===== config.mk =====
export PLATFORM = sky130hd
export DESIGN_NAME = multi_servo_pose_interpolator
export DESIGN_NICKNAME = d
export VERILOG_FILES = /design/src/sv/mspi_pkg.sv /design/src/sv/mspi_div.sv /design/src/sv/mspi_store.sv /design/src/sv/multi_servo_pose_interpolator.sv
export SDC_FILE = /design/constraint.sdc
export NUM_CORES = 2
export LEC_CHECK = 0
export BUFFER_PORTS_ARGS = -buffer_cell sky130_fd_sc_hd__buf_2
export CAP_MARGIN = 5
export CELL_PAD_IN_SITES_DETAIL_PLACEMENT = 1
export CELL_PAD_IN_SITES_GLOBAL_PLACEMENT = 2
export CORE_UTILIZATION = 23
export DETAILED_ROUTE_END_ITERATION = 10
export GPL_ROUTABILITY_DRIVEN = 0
export PLACE_DENSITY = 0.46
export REMOVE_ABC_BUFFERS = 1
export SYNTH_ARGS = -nofsm -noshare
export SYNTH_HDL_FRONTEND = slang
export SYNTH_HIERARCHICAL = 1
export SYNTH_SLANG_ARGS = --single-unit

===== constraint.sdc =====
create_clock -name clk -period 11.88 [get_ports clk]
set_input_delay 1.188 -clock clk [delete_from_list [all_inputs] [get_ports clk]]
set_output_delay 1.188 -clock clk [all_outputs]
set_load 0.05 [all_outputs]

===== src/sv/mspi_pkg.sv =====
// Shared types and constants of the pose interpolator.
`default_nettype none

package mspi_pkg;

  localparam int OP_W   = 3;
  localparam int IDX_W  = 5;
  localparam int ID_W   = 8;
  localparam int POS_W  = 10;
  localparam int DUR_W  = 16;
  localparam int CNT_W  = 6;

  localparam int COUNT_RESET = 32;
  localparam int MID_POS     = 512;

  // Shared divider: 16-bit dividend, 17-bit divisor, one quotient bit a cycle.
  localparam int DIV_NW = 16;
  localparam int DIV_DW = 17;
  localparam int DIV_CW = 4;

  localparam logic [OP_W-1:0] OP_SET_ID      = 3'd0;
  localparam logic [OP_W-1:0] OP_SET_TARGET  = 3'd1;
  localparam logic [OP_W-1:0] OP_SET_CURRENT = 3'd2;
  localparam logic [OP_W-1:0] OP_START       = 3'd3;
  localparam logic [OP_W-1:0] OP_TICK        = 3'd4;

  typedef enum logic [3:0] {
    ST_IDLE,
    ST_FRAMES,
    ST_STEP_RD,
    ST_STEP_GO,
    ST_STEP_WAIT,
    ST_TICK_RD,
    ST_TICK_UPD,
    ST_EMIT_RD,
    ST_EMIT_LOAD
  } state_t;

  typedef struct packed {
    logic              start;
    logic [DIV_NW-1:0] dividend;
    logic [DIV_DW-1:0] divisor;
  } div_req_t;

  typedef struct packed {
    logic              done;
    logic [DIV_NW-1:0] quotient;
  } div_rsp_t;

endpackage

`default_nettype wire


===== src/sv/mspi_div.sv =====
// Iterative restoring divider shared by the frame count and the step sizes.
`default_nettype none

module mspi_div (
  input  logic               clk,
  input  logic               rst,
  input  mspi_pkg::div_req_t req,
  output mspi_pkg::div_rsp_t rsp
);

  logic [mspi_pkg::DIV_DW-1:0] rem;
  logic [mspi_pkg::DIV_NW-1:0] quo;
  logic [mspi_pkg::DIV_DW-1:0] dsr;
  logic [mspi_pkg::DIV_CW-1:0] cnt;
  logic                        busy;
  logic                        done;
  logic [mspi_pkg::DIV_DW:0]   sh;
  logic                        fit;

  // Bring down the next dividend bit and try the divisor.
  assign sh  = {rem, quo[mspi_pkg::DIV_NW-1]};
  assign fit = sh >= {1'b0, dsr};

  always_ff @(posedge clk) begin
    if (rst) begin
      busy <= 1'b0;
      done <= 1'b0;
    end else begin
      done <= 1'b0;
      if (req.start) begin
        busy <= 1'b1;
      end else if (busy && cnt == mspi_pkg::DIV_CW'(mspi_pkg::DIV_NW - 1)) begin
        busy <= 1'b0;
        done <= 1'b1;
      end
    end
  end

  always_ff @(posedge clk) begin
    if (req.start) begin
      rem <= '0;
      quo <= req.dividend;
      dsr <= req.divisor;
      cnt <= '0;
    end else if (busy) begin
      rem <= fit ? mspi_pkg::DIV_DW'(sh - {1'b0, dsr}) : sh[mspi_pkg::DIV_DW-1:0];
      quo <= {quo[mspi_pkg::DIV_NW-2:0], fit};
      cnt <= cnt + mspi_pkg::DIV_CW'(1);
    end
  end

  assign rsp.done     = done;
  assign rsp.quotient = quo;

endmodule

`default_nettype wire


===== src/sv/mspi_store.sv =====
// Per-slot store: one write port, one registered read port, reset value until written.
`default_nettype none

module mspi_store #(
  parameter int               DEPTH         = 32,
  parameter int               AW            = 5,
  parameter int               WIDTH         = 8,
  parameter bit               INIT_BY_INDEX = 1'b0,
  parameter logic [WIDTH-1:0] INIT_VALUE    = '0
) (
  input  logic             clk,
  input  logic             rst,
  input  logic             we,
  input  logic [AW-1:0]    waddr,
  input  logic [WIDTH-1:0] wdata,
  input  logic [AW-1:0]    raddr,
  output logic [WIDTH-1:0] rdata
);

  logic [WIDTH-1:0] mem [DEPTH];
  logic [DEPTH-1:0] vld;
  logic [WIDTH-1:0] mem_q;
  logic             vld_q;
  logic [AW-1:0]    raddr_q;

  always_ff @(posedge clk) begin
    if (we) begin
      mem[waddr] <= wdata;
    end
    mem_q   <= mem[raddr];
    raddr_q <= raddr;
  end

  always_ff @(posedge clk) begin
    if (rst) begin
      vld   <= '0;
      vld_q <= 1'b0;
    end else begin
      if (we) begin
        vld[waddr] <= 1'b1;
      end
      vld_q <= vld[raddr];
    end
  end

  // An entry never written reads as its reset value.
  assign rdata = vld_q ? mem_q
               : (INIT_BY_INDEX ? WIDTH'(raddr_q) + WIDTH'(1) : INIT_VALUE);

endmodule

`default_nettype wire


===== src/sv/multi_servo_pose_interpolator.sv =====
// Top level of the multi-servo pose interpolator: sequencer, slot stores and divider.
// Usage:
//   in channel (in_valid/in_ready) takes one command per transaction: set id, set
//   target, set current, start move or frame tick. cfg channel (cfg_valid/cfg_ready,
//   cfg_data) writes servo_count and is always ready; write it only while idle.
//   out channel (out_valid/out_ready) carries one transaction per servo in use on
//   each tick of an active move, in slot order, last flagging the highest slot.
// Sequencing:
//   Set commands, and a tick while no move is active, finish without leaving idle.
//   A start runs the shared 16-step divider once for the frame count and once per
//   servo in use, storing each step size.
//   A tick walks the slots twice, with one read address for all stores: first to
//   update each slot, then to emit one result per slot while the receiver keeps up.
//   in_ready is low while a command is being worked on; the last result of a tick
//   may still wait in the output register while the next command is taken.
// Reset clears the sequencer, move flag and output valid, sets servo_count to 32;
// the slot stores read their reset values through per-entry valid flags at once.
// A stalled receiver holds the current result and pauses the tick sequence.
`default_nettype none

module multi_servo_pose_interpolator #(
  parameter int MAX_SERVOS    = 32,
  parameter int FRACTION_BITS = 3,
  parameter int FRAME_MS      = 33
) (
  input  logic                         clk,
  input  logic                         rst,
  input  logic                         in_valid,
  output logic                         in_ready,
  input  logic [mspi_pkg::OP_W-1:0]    operation,
  input  logic [mspi_pkg::IDX_W-1:0]   servo_index,
  input  logic [mspi_pkg::ID_W-1:0]    servo_id,
  input  logic [mspi_pkg::POS_W-1:0]   position,
  input  logic [mspi_pkg::DUR_W-1:0]   duration_ms,
  input  logic                         cfg_valid,
  output logic                         cfg_ready,
  input  logic [mspi_pkg::CNT_W-1:0]   cfg_data,
  output logic                         out_valid,
  input  logic                         out_ready,
  output logic [mspi_pkg::ID_W-1:0]    out_servo_id,
  output logic [mspi_pkg::POS_W-1:0]   out_position,
  output logic                         last,
  output logic                         moving
);

  localparam int PW = mspi_pkg::POS_W + FRACTION_BITS;
  localparam int SW = PW + 1;
  localparam int AW = (MAX_SERVOS > 1) ? $clog2(MAX_SERVOS) : 1;
  localparam int CW = mspi_pkg::CNT_W;
  localparam logic [PW-1:0] POSE_RESET = PW'(mspi_pkg::MID_POS) << FRACTION_BITS;

  mspi_pkg::state_t state, state_next;

  logic [CW-1:0] servo_count;
  logic [CW-1:0] n_use;
  logic [CW-1:0] slot, slot_next;
  logic [mspi_pkg::DIV_DW-1:0] frames, frames_next;
  logic all_arr, all_arr_next;
  logic move_active, move_active_next;

  logic accept;
  logic in_range;
  logic last_slot;
  logic ld;

  logic [AW-1:0] raddr;
  logic [AW-1:0] waddr;
  logic id_we, tgt_we, cur_we, stp_we;
  logic [PW-1:0] pos_fix;
  logic [PW-1:0] cur_wdata;
  logic [SW-1:0] stp_wdata;

  logic [mspi_pkg::ID_W-1:0] id_rd;
  logic [PW-1:0] cur_rd, tgt_rd;
  logic [SW-1:0] stp_rd;

  logic tgt_gt;
  logic [PW-1:0] diff;
  logic arr_i;
  logic [PW-1:0] new_cur;

  mspi_pkg::div_req_t div_req;
  mspi_pkg::div_rsp_t div_rsp;

  assign cfg_ready = 1'b1;
  assign in_ready  = (state == mspi_pkg::ST_IDLE);
  assign accept    = in_valid && in_ready;
  assign in_range  = int'(servo_index) < MAX_SERVOS;
  assign n_use     = (int'(servo_count) > MAX_SERVOS) ? CW'(MAX_SERVOS) : servo_count;
  assign last_slot = (slot == n_use - CW'(1));
  assign raddr     = slot[AW-1:0];
  assign pos_fix   = PW'(position) << FRACTION_BITS;

  // Move one servo toward its target, snapping when closer than a step.
  assign tgt_gt  = tgt_rd > cur_rd;
  assign diff    = tgt_gt ? tgt_rd - cur_rd : cur_rd - tgt_rd;
  assign arr_i   = (cur_rd == tgt_rd) || (SW'(diff) < stp_rd);
  assign new_cur = arr_i  ? tgt_rd
                 : tgt_gt ? cur_rd + PW'(stp_rd)
                 :          cur_rd - PW'(stp_rd);

  mspi_store #(
    .DEPTH(MAX_SERVOS), .AW(AW), .WIDTH(mspi_pkg::ID_W),
    .INIT_BY_INDEX(1'b1), .INIT_VALUE('0)
  ) u_ids (
    .clk(clk), .rst(rst), .we(id_we), .waddr(waddr), .wdata(servo_id),
    .raddr(raddr), .rdata(id_rd)
  );

  mspi_store #(
    .DEPTH(MAX_SERVOS), .AW(AW), .WIDTH(PW),
    .INIT_BY_INDEX(1'b0), .INIT_VALUE(POSE_RESET)
  ) u_cur (
    .clk(clk), .rst(rst), .we(cur_we), .waddr(waddr), .wdata(cur_wdata),
    .raddr(raddr), .rdata(cur_rd)
  );

  mspi_store #(
    .DEPTH(MAX_SERVOS), .AW(AW), .WIDTH(PW),
    .INIT_BY_INDEX(1'b0), .INIT_VALUE(POSE_RESET)
  ) u_tgt (
    .clk(clk), .rst(rst), .we(tgt_we), .waddr(waddr), .wdata(pos_fix),
    .raddr(raddr), .rdata(tgt_rd)
  );

  mspi_store #(
    .DEPTH(MAX_SERVOS), .AW(AW), .WIDTH(SW),
    .INIT_BY_INDEX(1'b0), .INIT_VALUE('0)
  ) u_stp (
    .clk(clk), .rst(rst), .we(stp_we), .waddr(waddr), .wdata(stp_wdata),
    .raddr(raddr), .rdata(stp_rd)
  );

  mspi_div u_div (
    .clk(clk), .rst(rst), .req(div_req), .rsp(div_rsp)
  );

  always_ff @(posedge clk) begin
    if (rst) begin
      state       <= mspi_pkg::ST_IDLE;
      move_active <= 1'b0;
      servo_count <= CW'(mspi_pkg::COUNT_RESET);
    end else begin
      state       <= state_next;
      move_active <= move_active_next;
      if (cfg_valid && cfg_ready) begin
        servo_count <= cfg_data;
      end
    end
  end

  always_ff @(posedge clk) begin
    slot    <= slot_next;
    frames  <= frames_next;
    all_arr <= all_arr_next;
  end

  always_comb begin
    state_next       = state;
    slot_next        = slot;
    frames_next      = frames;
    all_arr_next     = all_arr;
    move_active_next = move_active;
    id_we            = 1'b0;
    tgt_we           = 1'b0;
    cur_we           = 1'b0;
    stp_we           = 1'b0;
    waddr            = raddr;
    cur_wdata        = pos_fix;
    stp_wdata        = SW'(div_rsp.quotient) + SW'(1);
    ld               = 1'b0;
    div_req.start    = 1'b0;
    div_req.dividend = mspi_pkg::DIV_NW'(diff);
    div_req.divisor  = frames;

    case (state)
      mspi_pkg::ST_IDLE: begin
        if (accept) begin
          case (operation)
            mspi_pkg::OP_SET_ID: begin
              waddr = AW'(servo_index);
              id_we = in_range;
            end
            mspi_pkg::OP_SET_TARGET: begin
              waddr  = AW'(servo_index);
              tgt_we = in_range;
            end
            mspi_pkg::OP_SET_CURRENT: begin
              waddr  = AW'(servo_index);
              cur_we = in_range;
            end
            mspi_pkg::OP_START: begin
              div_req.start    = 1'b1;
              div_req.dividend = duration_ms;
              div_req.divisor  = mspi_pkg::DIV_DW'(FRAME_MS);
              state_next       = mspi_pkg::ST_FRAMES;
            end
            mspi_pkg::OP_TICK: begin
              if (move_active) begin
                if (n_use == '0) begin
                  move_active_next = 1'b0;
                end else begin
                  slot_next    = '0;
                  all_arr_next = 1'b1;
                  state_next   = mspi_pkg::ST_TICK_RD;
                end
              end
            end
            default: begin
            end
          endcase
        end
      end
      mspi_pkg::ST_FRAMES: begin
        if (div_rsp.done) begin
          frames_next = mspi_pkg::DIV_DW'(div_rsp.quotient) + mspi_pkg::DIV_DW'(1);
          slot_next   = '0;
          if (n_use == '0) begin
            move_active_next = 1'b1;
            state_next       = mspi_pkg::ST_IDLE;
          end else begin
            state_next = mspi_pkg::ST_STEP_RD;
          end
        end
      end
      mspi_pkg::ST_STEP_RD: begin
        state_next = mspi_pkg::ST_STEP_GO;
      end
      mspi_pkg::ST_STEP_GO: begin
        div_req.start = 1'b1;
        state_next    = mspi_pkg::ST_STEP_WAIT;
      end
      mspi_pkg::ST_STEP_WAIT: begin
        if (div_rsp.done) begin
          stp_we = 1'b1;
          if (last_slot) begin
            move_active_next = 1'b1;
            state_next       = mspi_pkg::ST_IDLE;
          end else begin
            slot_next  = slot + CW'(1);
            state_next = mspi_pkg::ST_STEP_RD;
          end
        end
      end
      mspi_pkg::ST_TICK_RD: begin
        state_next = mspi_pkg::ST_TICK_UPD;
      end
      mspi_pkg::ST_TICK_UPD: begin
        cur_we       = 1'b1;
        cur_wdata    = new_cur;
        all_arr_next = all_arr && arr_i;
        if (last_slot) begin
          move_active_next = !(all_arr && arr_i);
          slot_next        = '0;
          state_next       = mspi_pkg::ST_EMIT_RD;
        end else begin
          slot_next  = slot + CW'(1);
          state_next = mspi_pkg::ST_TICK_RD;
        end
      end
      mspi_pkg::ST_EMIT_RD: begin
        state_next = mspi_pkg::ST_EMIT_LOAD;
      end
      mspi_pkg::ST_EMIT_LOAD: begin
        // Hold until the output register is free.
        if (!out_valid || out_ready) begin
          ld = 1'b1;
          if (last_slot) begin
            state_next = mspi_pkg::ST_IDLE;
          end else begin
            slot_next  = slot + CW'(1);
            state_next = mspi_pkg::ST_EMIT_RD;
          end
        end
      end
      default: begin
        state_next = mspi_pkg::ST_IDLE;
      end
    endcase
  end

  always_ff @(posedge clk) begin
    if (rst) begin
      out_valid <= 1'b0;
    end else if (ld) begin
      out_valid <= 1'b1;
    end else if (out_ready) begin
      out_valid <= 1'b0;
    end
  end

  always_ff @(posedge clk) begin
    if (ld) begin
      out_servo_id <= id_rd;
      out_position <= cur_rd[PW-1:FRACTION_BITS];
      last         <= last_slot;
      moving       <= move_active;
    end
  end

endmodule

`default_nettype wire


==> impl_results.md <==
- Largest cells by area after synthesis: edfxtp_1 (65%), mux4_2 (15%), dfxtp_1 (6.0%)
- Worst vdd ir: 123 uV
- Row count: 207
- I/O Pins: 76
- Number of CTS-inserted buffers: 215
- ANT nets after route: 0
- Hold buffer count at cts: 0
- Sequential share of power: 48.5%
- PortBufs: 74
- Most common cell in the netlist: edfxtp_1
- FFs w/ async S/R, synth: 0%
- Most common library cells after synthesis: edfxtp_1 (1,613), mux4_2 (505), nor2_1 (483)
- Synth area leader: edfxtp_1
- Initial cell density of the core: 23.2%
- FMAX: 145 MHz
- Kind of critical path: reg -> reg
- First-pass detailed-route iteration total: 5
- Post-synthesis sequential area ratio: 71.4%
- Outcome: complete, no violations
- Switching Fraction: 23.1%
- Pint: 11.2 mW
- Detailed-route wire length on metal 1: 106 mm
- Post-Syn Area: 74,000 sq um
- Post-CTS sizing: 0
- Largest net degree at the start of global routing: 125
- Clock sink total: 1,833
- Avg Synthesized Cell Area: 18.7 sq um
- Clock power share: 45.0%
- Slew margin rel.: 16.1%
- Wirelength, routed: 223 mm
- Vias per inst: 4.33
- Nets: 4,409
- Max cap viols: 0
- Core area: 319,000 sq um
- Post-synth EDFFs: 1,613
- DR top layer: met5
- Met3 wire len: 6.83 mm
- Crit-path max FO: 32
- Setup Buffers After CTS: 0
- RSZ-0062 raised after global routing: false
- Util after Layout: 27.5%
- CTS Buffer Depth: 4
- Gate power share: 6.5%
- Share of layout cells above drive strength 1: 27.7%
- Setup violators final: 0
- Via count: 37,900
- Final Hold Fails: 0
- Skew final: 0.0832 ns
- Tcrit/Tclk final: 58.0%
- Initial DRC count: 2,631
- Global-route wire length before repair: 317 mm
- Die Span X: 569 um
- Post-detail-place hpwl: 134 mm
- Crit start category: register
- Crit end category: register
- Area growth, synth to finish: 18.5%
- Worst hold margin: 0.466 ns
- HP Start: u_stp/vld[31]
- Lkg Pwr: 28.0 nW
- Max-slew violation count: 0
- Htree depth: 4
- Post-synth top area share: 65.5%
- Met2 wire len: 105 mm
- GRT Util Overall: 13.6%
- Ys flop type: edfxtp_1
- TritonCTS clock tree: done
- Post-Synthesis Cells: 3,952
- Hold WC Path Type: reg -> reg
- Final WS setup: 4.99 ns
- Clock period minus worst slack: 6.89 ns
- R2r startpoint: u_cur/vld_q
- Switching pwr: 3.36 mW
- Total gr overflow: 0
- Least-Margin Pin Slew: 1.26 ns
- Root Buffer: clkbuf_16
- Clock slew seen by the registers of the worst setup and hold paths: 0.06 ns
- Crit path from: u_cur/vld_q
- Fin Setup TNS: 0 ns
- Initial antenna violation count: 26
- Worst skew pair latency: 0.89 ns
- Number of synthesized register bits: 1,833
- Synth unique cells: 84
- Power density of the placed cells: 166 nW/um^2
- Die H: 569 um
- Setup WS pre-CTS: 4.86 ns
- Yosys warnings: 6
- DR DRC count: 0
- Detailed-route wire length per cell: 25.5 um
- Die area: 324,000 sq um
- Number of global-route vias before repair: 40,900
- WP data required: 12.36 ns
- Crit path DAT: 7.37 ns
-- kinds of logic after synthesis --
logic type	share of synthesized area, %
multiplexers	17.2
adder cells (fa/ha/maj)	1.33
AND/OR/NAND/NOR	5.13
other	0.0102
XOR/XNOR	0.817
AO/OA/AOI/OAI	2.35
buffers and inverters	1.74
flip-flops	71.4
-- critical path: stages (launching register included) --
cell      delay (ns)
dfxtp_1         0.65
and2_1          0.30
inv_1           0.07
ha_1            0.57
nand4_2         0.25
or4_1           0.73
o21ai_2         0.35
mux2_2          0.43
a2111o_1        0.45
nand2_1         0.09
xnor2_1         0.13
ha_1            0.27
a21o_1          0.18
a21oi_1         0.19
nand3_1         0.13
o21ai_2         0.21
buf_4           0.35
a21oi_1         0.17
o21ai_2         0.94
-- cell type report --
class / count / area, sq um
fill: 33000 / 231000
sequential: 1833 / 52800
multi-input combinational: 1943 / 20700
clock buffer: 299 / 5950
tap: 4284 / 5360
timing repair buffer: 205 / 1460
clock inverter: 101 / 1040
inverter: 82 / 308
antenna: 4 / 10.0
-- worst paths after layout --
check                           slack, ns  cells past startpoint         endpoint
worst max-delay path                 4.99                     18  u_cur/mem[2][4]
worst min-delay path                 0.47                      2    u_stp/vld[31]
worst max register to register       4.99                     18  u_cur/mem[2][4]
worst min register to register       0.47                      2    u_stp/vld[31]
-- per-stage QoR --
step / cell area, sq um / total power [mW] / cells
4_1_cts: 87600 / 14.8 / 8746
5_1_grt: 87700 / 15.1 / 8749
2_1_floorplan: 73300 / 7.90 / 3858
6_report: 87700 / 14.6 / 8751
3_3_place_gp: 80700 / 8.18 / 8346
3_5_place_dp: 80700 / 8.18 / 8346
-- power groups by stage --
stage / sequential [mW] / combinational, mW / clock (mW)
after global placement: 7.21 / 0.964 / 0
after detailed placement: 7.21 / 0.965 / 0
final: 7.08 / 0.943 / 6.56
after CTS: 7.08 / 0.970 / 6.80
after global routing: 7.08 / 1.04 / 7.01
after floorplan: 7.24 / 0.655 / 0
-- state kept, by name, indices dropped and copies added (netlist names), 13 cells and up --
name	count
u_ids/mem	256
frames	17
u_stp/mem_q	14
u_div/rem	17
u_div/quo	16
u_tgt/mem	416
u_tgt/mem_q	13
u_div/dsr	17
u_ids/vld	32
u_cur/mem	416
u_stp/mem	448
u_cur/vld	32
u_tgt/vld	32
u_stp/vld	32
u_cur/mem_q	13
-- layout by cell type (no fill, tap or decap), drive strengths merged, types with 8 or more instances in the layout --
master / Yosys / final
xor2: 23 / 23
nor2: 483 / 483
inv: 81 / 87
a21o: 15 / 15
a31oi: 10 / 10
conb: 2 / 97
edfxtp: 1613 / 1613
a211oi: 13 / 13
bufinv: 0 / 15
a32oi: 8 / 8
nand2: 89 / 89
nor2b: 13 / 13
ha: 72 / 72
and2: 60 / 60
mux2: 80 / 80
clkbuf: 89 / 299
clkinv: 1 / 78
or3b: 16 / 16
nor3: 20 / 20
o21a: 11 / 11
mux2i: 43 / 43
nand2b: 17 / 17
and3: 12 / 12
mux4: 505 / 505
buf: 100 / 205
a21oi: 63 / 63
nand3: 41 / 41
o31ai: 17 / 17
o21ai: 57 / 57
xnor2: 46 / 46
nand3b: 28 / 28
dfxtp: 220 / 220
-- metal layers --
| metal | track usage, % | vias up |
|---|---|---|
| met3 | 1.72 | 278 |
| met5 | 0 | - |
| met1 | 19.3 | 20700 |
| li1 | - | 16300 |
| met4 | 3.04 | 6 |
| met2 | 22.2 | 636 |
No activity file was read; power rests on OpenSTA's default activity.
